### config.mk
export PLATFORM = sky130hd
export DESIGN_NAME = button_debounce_long_press_unit
export DESIGN_NICKNAME = d
export VERILOG_FILES = /design/src/sv/bdlp_pkg.sv /design/src/sv/bdlp_step.sv /design/src/sv/button_debounce_long_press_unit.sv
export SDC_FILE = /design/constraint.sdc
export NUM_CORES = 1
export LEC_CHECK = 0
export CORE_ASPECT_RATIO = 2
export CORE_MARGIN = 1
export CORE_UTILIZATION = 60
export CTS_CLUSTER_SIZE = 10
export DETAILED_ROUTE_END_ITERATION = 12
export DONT_BUFFER_PORTS = 1
export PLACE_DENSITY = 0.76
export SLEW_MARGIN = 20
export SYNTH_ARGS = -nofsm -noshare
export SYNTH_HDL_FRONTEND = slang
export SYNTH_HIERARCHICAL = 1
export SYNTH_SLANG_ARGS = --single-unit
### constraint.sdc
create_clock -name i_clk -period 3.5 [get_ports i_clk]
set_input_delay 1.05 -clock i_clk [delete_from_list [all_inputs] [get_ports i_clk]]
set_output_delay 1.05 -clock i_clk [all_outputs]
set_load 0.05 [all_outputs]
### src/sv/bdlp_pkg.sv
package bdlp_pkg;

    // Field and register widths
    localparam int unsigned TimeW     = 32;
    localparam int unsigned SettleW   = 10;
    localparam int unsigned LongW     = 16;
    localparam int unsigned CfgIdxW   = 2;
    localparam int unsigned CfgDataW  = 16;
    localparam int unsigned EventW    = 3;

    // Register reset values
    localparam logic [SettleW-1:0] SettleReset = 10'd10;
    localparam logic [LongW-1:0]   LongReset   = 16'd1000;

    // Register indexes
    typedef enum logic [CfgIdxW-1:0] {
        CFG_SETTLE_MS     = 2'd0,
        CFG_LONG_PRESS_MS = 2'd1
    } t_cfg_idx;

    // Debounced button state
    typedef enum logic [1:0] {
        PS_UP        = 2'd0,
        PS_UP_LONG   = 2'd1,
        PS_DOWN      = 2'd2,
        PS_DOWN_LONG = 2'd3
    } t_press;

    // Result codes
    typedef enum logic [EventW-1:0] {
        EV_NONE      = 3'd0,
        EV_UP        = 3'd1,
        EV_UP_LONG   = 3'd2,
        EV_DOWN      = 3'd3,
        EV_DOWN_LONG = 3'd4
    } t_event;

    // Everything the debouncer carries from one sample to the next
    typedef struct packed {
        logic             level_known;
        logic             last_level;
        logic [TimeW-1:0] settle_deadline;
        logic [TimeW-1:0] long_deadline;
        t_press           press;
    } t_state;

endpackage

### src/sv/bdlp_step.sv
// Next-state and result logic for one pin sample
module bdlp_step (
    input  bdlp_pkg::t_state                    i_state,
    input  logic [bdlp_pkg::SettleW-1:0]        i_settle_ms,
    input  logic [bdlp_pkg::LongW-1:0]          i_long_press_ms,
    input  logic                                i_pin_level,
    input  logic [bdlp_pkg::TimeW-1:0]          i_now_ms,
    output bdlp_pkg::t_state                    o_state,
    output bdlp_pkg::t_event                    o_event
);

    logic level_change;

    assign level_change = !i_state.level_known || (i_pin_level != i_state.last_level);

    // State update: level change restarts settling, else once settled run the press machine
    always_comb begin
        o_state = i_state;
        if (level_change) begin
            o_state.level_known     = 1'b1;
            o_state.last_level      = i_pin_level;
            o_state.settle_deadline = i_now_ms
                + {{(bdlp_pkg::TimeW-bdlp_pkg::SettleW){1'b0}}, i_settle_ms};
        end else if (i_now_ms >= i_state.settle_deadline) begin
            unique case (i_state.press)
                bdlp_pkg::PS_UP, bdlp_pkg::PS_UP_LONG: begin
                    if (!i_pin_level) begin
                        o_state.press         = bdlp_pkg::PS_DOWN;
                        o_state.long_deadline = i_now_ms
                            + {{(bdlp_pkg::TimeW-bdlp_pkg::LongW){1'b0}}, i_long_press_ms};
                    end
                end
                bdlp_pkg::PS_DOWN: begin
                    if (i_pin_level) begin
                        o_state.press = bdlp_pkg::PS_UP;
                    end else if (i_now_ms > i_state.long_deadline) begin
                        o_state.press = bdlp_pkg::PS_DOWN_LONG;
                    end
                end
                default: begin
                    if (i_pin_level) begin
                        o_state.press = bdlp_pkg::PS_UP_LONG;
                    end
                end
            endcase
        end
    end

    // Report the new state only on a change
    always_comb begin
        o_event = bdlp_pkg::EV_NONE;
        if (o_state.press != i_state.press) begin
            unique case (o_state.press)
                bdlp_pkg::PS_UP:        o_event = bdlp_pkg::EV_UP;
                bdlp_pkg::PS_UP_LONG:   o_event = bdlp_pkg::EV_UP_LONG;
                bdlp_pkg::PS_DOWN:      o_event = bdlp_pkg::EV_DOWN;
                default:                o_event = bdlp_pkg::EV_DOWN_LONG;
            endcase
        end
    end

endmodule

### src/sv/button_debounce_long_press_unit.sv
// Active-low push-button debouncer with long-press detection.
//
// Input channel (i_in_valid / o_in_ready): one request per pin sample,
// carrying the pin level (0 pressed) and the millisecond time of the sample.
// Output channel (o_out_valid / i_out_ready): exactly one result per request,
// in order: 0 no change, 1 up, 2 up after long, 3 down, 4 long down.
// Config channel (i_cfg_valid / o_cfg_ready, always ready): index 0 sets the
// settle time, index 1 the long-press time; other indexes are ignored.
//
// A request waits in the sample register, then the state update (32-bit adds
// and compares) loads the result register, which drives the result port.
// Throughput is one request per cycle while the receiver does not stall.
// When the receiver stalls, the sample register still takes one further
// request, so o_in_ready drops only when both stages hold data.
// Reset clears both stages, sets the registers to 10 ms and 1000 ms, puts the
// button in the up state and marks the level unknown, so the first sample
// always counts as a level change.
module button_debounce_long_press_unit (
    input  logic                               i_clk,
    input  logic                               i_rst_n,
    // sample channel
    input  logic                               i_in_valid,
    output logic                               o_in_ready,
    input  logic                               i_pin_level,
    input  logic [bdlp_pkg::TimeW-1:0]         i_now_ms,
    // result channel
    output logic                               o_out_valid,
    input  logic                               i_out_ready,
    output logic [bdlp_pkg::EventW-1:0]        o_event_res,
    // config channel
    input  logic                               i_cfg_valid,
    output logic                               o_cfg_ready,
    input  logic [bdlp_pkg::CfgIdxW-1:0]       i_cfg_index,
    input  logic [bdlp_pkg::CfgDataW-1:0]      i_cfg_data
);

    logic [bdlp_pkg::SettleW-1:0] r_settle_ms;
    logic [bdlp_pkg::LongW-1:0]   r_long_press_ms;

    logic                         r_in_valid;
    logic                         r_pin_level;
    logic [bdlp_pkg::TimeW-1:0]   r_now_ms;

    logic                         r_out_valid;
    bdlp_pkg::t_event             r_event;

    bdlp_pkg::t_state             r_state;
    bdlp_pkg::t_state             n_state;
    bdlp_pkg::t_event             n_event;

    logic                         in_accept;
    logic                         advance;

    assign advance    = r_in_valid && (!r_out_valid || i_out_ready);
    assign o_in_ready = !r_in_valid || advance;
    assign in_accept  = i_in_valid && o_in_ready;

    assign o_cfg_ready = 1'b1;
    assign o_out_valid = r_out_valid;
    assign o_event_res = r_event;

    // Configuration registers
    always_ff @(posedge i_clk) begin
        if (!i_rst_n) begin
            r_settle_ms     <= bdlp_pkg::SettleReset;
            r_long_press_ms <= bdlp_pkg::LongReset;
        end else if (i_cfg_valid) begin
            unique case (i_cfg_index)
                bdlp_pkg::CFG_SETTLE_MS:     r_settle_ms     <= i_cfg_data[bdlp_pkg::SettleW-1:0];
                bdlp_pkg::CFG_LONG_PRESS_MS: r_long_press_ms <= i_cfg_data[bdlp_pkg::LongW-1:0];
                default: ;
            endcase
        end
    end

    // Sample register
    always_ff @(posedge i_clk) begin
        if (!i_rst_n) begin
            r_in_valid <= 1'b0;
        end else if (in_accept) begin
            r_in_valid <= 1'b1;
        end else if (advance) begin
            r_in_valid <= 1'b0;
        end
    end

    always_ff @(posedge i_clk) begin
        if (in_accept) begin
            r_pin_level <= i_pin_level;
            r_now_ms    <= i_now_ms;
        end
    end

    bdlp_step u_step (
        .i_state         (r_state),
        .i_settle_ms     (r_settle_ms),
        .i_long_press_ms (r_long_press_ms),
        .i_pin_level     (r_pin_level),
        .i_now_ms        (r_now_ms),
        .o_state         (n_state),
        .o_event         (n_event)
    );

    // Debounce state, advanced once per sample leaving the sample register
    always_ff @(posedge i_clk) begin
        if (!i_rst_n) begin
            r_state.level_known     <= 1'b0;
            r_state.last_level      <= 1'b0;
            r_state.settle_deadline <= '0;
            r_state.long_deadline   <= '0;
            r_state.press           <= bdlp_pkg::PS_UP;
        end else if (advance) begin
            r_state <= n_state;
        end
    end

    // Result register
    always_ff @(posedge i_clk) begin
        if (!i_rst_n) begin
            r_out_valid <= 1'b0;
        end else if (advance) begin
            r_out_valid <= 1'b1;
        end else if (i_out_ready) begin
            r_out_valid <= 1'b0;
        end
    end

    always_ff @(posedge i_clk) begin
        if (advance) begin
            r_event <= n_event;
        end
    end

endmodule

**Word level (Yosys, flattened, before mapping)**

Index checks and enable logic that the tools add are counted.
Widths: inputs -> output; s select.

- Add/subtract/negate cells: 2
- $lt $le $gt $ge: 2
- Equal/unequal tests: 7
- Mux-type cells: 12
- Bitwise gates (word level): 2
- Reductions and logical operators: 18

Operators with widths:

| operator | count |
|---|---|
| $add 32x10->32 | 1 |
| $add 32x16->32 | 1 |
| $ge 32x32->1 | 1 |
| $gt 32x32->1 | 1 |
| $mux 2 | 6 |
| $pmux 3 s3 | 1 |
| $eq 2x1->1 const B | 3 |
| $logic_not 2->1 | 3 |
| $reduce_and 2->1 | 3 |
| $reduce_and 5->1 | 1 |
| $eq 2x2->1 const B | 2 |
| $mux 1 | 4 |
| $pmux 2 s2 | 1 |
| $reduce_bool 2->1 | 2 |
| $logic_not 1->1 | 3 |
| $logic_or 1x1->1 | 3 |
| $logic_and 1x1->1 | 2 |
| $ne 2x2->1 | 1 |
| $not 1->1 | 2 |
| $reduce_or 2->1 | 1 |
| $ne 1x1->1 | 1 |

- Bits in registers: 132
- Input port bits: 56
- Output and inout bits: 6
- Logic and storage cells: 55

**Depth between registers and ports, before layout**

- Depth after elaboration: 8
- Depth in mapped cells: 14
- Depth with buffers taken out: 13

**By module**

The synthesis kept the hierarchy.

Modules (own cells, without submodules):

| module | instances | cells each | area an instance (sq um) |
|---|---|---|---|
| button_debounce_long_press_unit | 1 | 449 | 4,805.9 |
| bdlp_step | 1 | 635 | 4,197.8 |

**Worst setup path before layout**

OpenSTA, ideal clock, no wires.

- Path type: reg2reg
- Start point: register r_now_ms[19] (netlist name)
- End point: register r_event[1] (netlist: o_event_res[1]), data pin
- Setup time: 0.272 ns
- Arrival time: 2.747 ns
- Slack: 0.481 ns
- Stages on the path, launching flop included: 12
- Buffers on the path: 1
- Period minus slack after synthesis: 3.019 ns
- Path through: edfxtp_1 ha_1 and4_1 and4bb_1 a221o_1 o41ai_4 or2_1 buf_4 a21boi_0 ha_1 nand2_1 nor3_1

RTL lines:

| element | line | text |
|---|---|---|
| start, declared | button_debounce_long_press_unit.sv:42 | `logic [bdlp_pkg::TimeW-1:0] r_now_ms;` |
| start signal, assigned | button_debounce_long_press_unit.sv:90 | `r_now_ms <= i_now_ms;` |
| end signal, assigned | button_debounce_long_press_unit.sv:130 | `r_event <= n_event;` |
| end, declared | button_debounce_long_press_unit.sv:45 | `bdlp_pkg::t_event r_event;` |

**Worst setup path after layout**

- Start point: register r_now_ms[1] (netlist name)
- End point: register r_state[62] (netlist name)

- Longest elaborated chain between the ends: 1

Ends and longest elaborated chain:

| element | line | text |
|---|---|---|
| $add 32x10->32 | bdlp_step.sv:23 | `+ {{(bdlp_pkg::TimeW-bdlp_pkg::SettleW){1'b0}}, i_settle_ms};` |
| end signal, assigned | button_debounce_long_press_unit.sv:113 | `r_state <= n_state;` |
| end, declared | button_debounce_long_press_unit.sv:47 | `bdlp_pkg::t_state r_state;` |

Every way passes these cells.
A chain may end at the register's enable or synchronous reset.

==> Implementation_results.wiki <==
{| class="wikitable"
! Metric !! Value
|-
| Clock Latency Late Sink || about 430 ps
|-
| Critical path's most frequent cell || o21ai_0
|-
| Number of endpoints with negative hold slack in the final report || 0
|-
| Sequential element share of the synthesized area || 0.334
|-
| Post-cts repair resize count || 0
|-
| Total clock buffers created by CTS || 17
|-
| Post-CTS clock slew at the launch and capture registers of the worst setup and hold paths || about 60 ps
|-
| WHS || roughly 450 ps
|-
| Number of port buffers || 0
|-
| Path category of the worst min-delay check || reg2reg
|-
| Final standard cell area without fillers || a little under 0.01 mm^2
|-
| Routability Congestion || between 0.9 and 1
|-
| Flop and latch count out of synthesis || about 130
|-
| Global-route wire length before repair || 35500 um
|-
| Largest clock skew in the final design || 8.13 ps
|-
| Count of warnings emitted by yosys || 6
|-
| Tightest Pin Transition || around 630 ps
|-
| Routed length per instance || roughly 18 um
|-
| Setup violations, final || 0
|-
| Layout fillers || between 1000 and 1500
|-
| Pwr Density || between 400 and 500 mW/mm^2
|-
| Number of global-route vias before repair || 7512
|-
| Detailed Routing Iterations Pass 1 || 5
|-
| Via-per-instance ratio || approximately 5.8
|-
| Number of flops mapped to enable cells by yosys || 36
|-
| DRC errors left || 0
|-
| Post-CTS Setup Bufs || 0
|-
| Worst relative slew slack || 0.580
|-
| Final critical-path share of the clock period || 0.934
|-
| Slowest stage cell on the critical path || a211o_1
|-
| Row Count || 63
|-
| Clock sink total || 132
|-
| Type of the worst setup path || reg2reg
|-
| Data required time at the worst endpoint || about 3800 ps
|-
| Initial Utilization || 0.611
|-
| Vertical extent of the die || 175 um
|-
| Cell leakage power || roughly 3.7 nW
|-
| Largest net degree at the start of global routing || 180
|-
| TritonCTS clock tree || done
|-
| Total of max-cap violations || 0
|-
| Clock Root Buffer || clkbuf_16
|-
| Worst-path maximum fanout || 11
|-
| Min cycle time layout || ~3300 ps
|-
| Half-perimeter wire length after detailed placement || approximately 17000 um
|-
| Count of nets left with antenna violations after detail routing || 0
|-
| Top delay family on crit path || compound AO/OA/AOI/OAI gates
|-
| Syn_area_per_cell || 8.31 um^2
|-
| Die W || slightly below 90 um
|-
| Number of standard cells after synthesis || between 1000 and 1500
|-
| Total global routing track utilization || 0.309
|-
| Number of levels in the clock H-tree || 4
|-
| FFs w/ async S/R, synth || 0
|-
| Worst supply voltage drop on vdd || between 0.3 and 0.4 mV
|-
| Area growth from synthesis to final layout || 8.84%
|-
| Die Outline Area || ~0.016 mm^2
|-
| Placed cell area || 0.00915 mm^2
|-
| Register Area || 0.00300 mm^2
|-
| Core area || 0.0147 mm^2
|-
| Dominant synthesized flop cell || dfxtp_1
|-
| Yosys cell types || between 50 and 60
|-
| Layout cells sized above 1 || 0.0627
|-
| Critical Path End Type || flop
|-
| Layout Nets || 1221
|-
| Max-slew violation count || 0
|-
| Buffer levels on the longest clock path || 2
|-
| Max incr delay on CP || 540 ps
|-
| Area occupied by multi-input gates || approximately 0.0054 mm^2
|-
| Number of ports placed on the die boundary || 62
|-
| Cells along the critical path || inv_1, fa_1, nor2b_1, o21ai_0, a21oi_1, o21ai_1, a211o_1, a211oi_1, xnor2_1, o21ai_0, nand2_1, mux2i_1
|-
| Element type at the critical path start || flop
|-
| CTS Hold Buffers Added || 0
|-
| Post-layout total power || 4.21 mW
|-
| Initial antenna violation count || 5
|-
| Cell Area, Synth || 0.00900 mm^2
|-
| Final-layout setup total negative slack || 0 ps
|-
| Setup repair after global routing missed its margin || no
|-
| Total congestion overflow || 0
|-
| Vias post-DR || 7494
|-
| Buf/Inv on CP || 1
|-
| Final routed wirelength across all metal layers || 22600 um
|-
| Synthesized net count || 1233
|-
| Highest achievable clock rate || around 0.31 GHz
|-
| WP data arrival || 3610 ps
|-
| Initial drt markers || between 300 and 400
|-
| Result of the run || finished clean
|}
==> cell type report <==
type | count | area share
antenna | 4 | 0.00102
clock buffer | 18 | 0.0438
clock inverter | 14 | 0.0215
inverter | 78 | 0.0299
multi-input combinational | 819 | 0.550
sequential | 132 | 0.306
tap | 195 | 0.0249
timing repair buffer | 24 | 0.0222
==> power by group <==
part	leakage [nW]	switching (mW)	internal, mW	total, mW
clock network	0.309	0.691	1.26	1.95
logic	2.25	0.319	0.238	0.557
registers	1.13	0.0663	1.64	1.70
total	3.69	1.08	3.13	4.21
==> per-stage QoR <==
stage / util / setup WS, ps / instances
floorplan: - / 481 / 1084
global placement: 0.621 / 408 / 1248
detailed placement: 0.621 / 336 / 1248
CTS: 0.664 / 293 / 1280
global route: 0.665 / 48.8 / 1284
finish: 0.665 / 231 / 1284
==> cell families (layout without fill, tap and decap cells) <==
logic type,after synthesis,count (layout),synth area share
adders and majority gates,93,93,0.131
AOI/OAI and AO/OA,201,201,0.135
xor gates and xnor gates,58,58,0.0564
and+or+nand+nor,389,389,0.190
muxes,76,76,0.0848
buffers and inverters,133,134,0.0686
DFF,132,132,0.334
other,2,6,0.000834
==> cell usage after synthesis, types with 16 or more instances <==
cell,number,area share
a21o_1,23,0.019
a21oi_1,49,0.027
buf_2,17,0.0094
clkbuf_1,21,0.0088
dfxtp_1,96,0.21
edfxtp_1,36,0.12
ha_1,91,0.13
inv_1,78,0.033
mux2i_1,74,0.082
nand2_1,246,0.10
nand3_1,41,0.023
nand4_1,16,0.011
nor2_1,30,0.013
o21ai_0,62,0.034
o21ai_1,21,0.012
xnor2_1,52,0.051
==> worst reg2reg max path: stages, from the launching register on <==
cell and delay [ps]:
edfxtp_1 450, inv_1 140, fa_1 470, nor2b_1 120
o21ai_0 120, a21oi_1 260, o21ai_1 190, a211o_1 540
a211oi_1 430, xnor2_1 100, o21ai_0 150, nand2_1 70
mux2i_1 160
==> state kept, by name (all words and copies together) (netlist names) <==
register         cells
r_in_valid           1
r_state             68
o_out_valid          1
r_pin_level          1
r_settle_ms         10
r_now_ms            32
r_long_press_ms     16
o_event_res          3
==> metal layers <==
layer / track usage / up-vias / wire [um]
met5: 0 / - / 0
met4: 0.278 / 0 / 1940
met3: 0.0572 / 116 / 765
met2: 0.565 / 233 / 12300
met1: 0.269 / 3446 / 7630
li1: - / 3699 / -
==> cells in the final DEF (no fill, tap or decap), types with 17 or more instances in the layout <==
| cell | instances |
|---|---|
| inv_1 | 78 |
| nor2_1 | 30 |
| clkbuf_16 | 17 |
| o21ai_0 | 62 |
| o21ai_1 | 21 |
| nand2_1 | 246 |
| ha_1 | 91 |
| edfxtp_1 | 36 |
| dfxtp_1 | 96 |
| a21o_1 | 23 |
| nand3_1 | 41 |
| buf_4 | 21 |
| a21oi_1 | 49 |
| mux2i_1 | 74 |
| xnor2_1 | 52 |
==> final timing paths <==
path,start,endpoint,slack [ps],cells past startpoint
worst min-delay path,r_settle_ms[6],r_settle_ms[6],450,2
worst max register to register,r_now_ms[1],r_state[62],230,12
worst min register to register,r_settle_ms[6],r_settle_ms[6],450,2
worst max-delay path,r_now_ms[1],r_state[62],230,12
No activity file was read; power rests on OpenSTA's default activity.
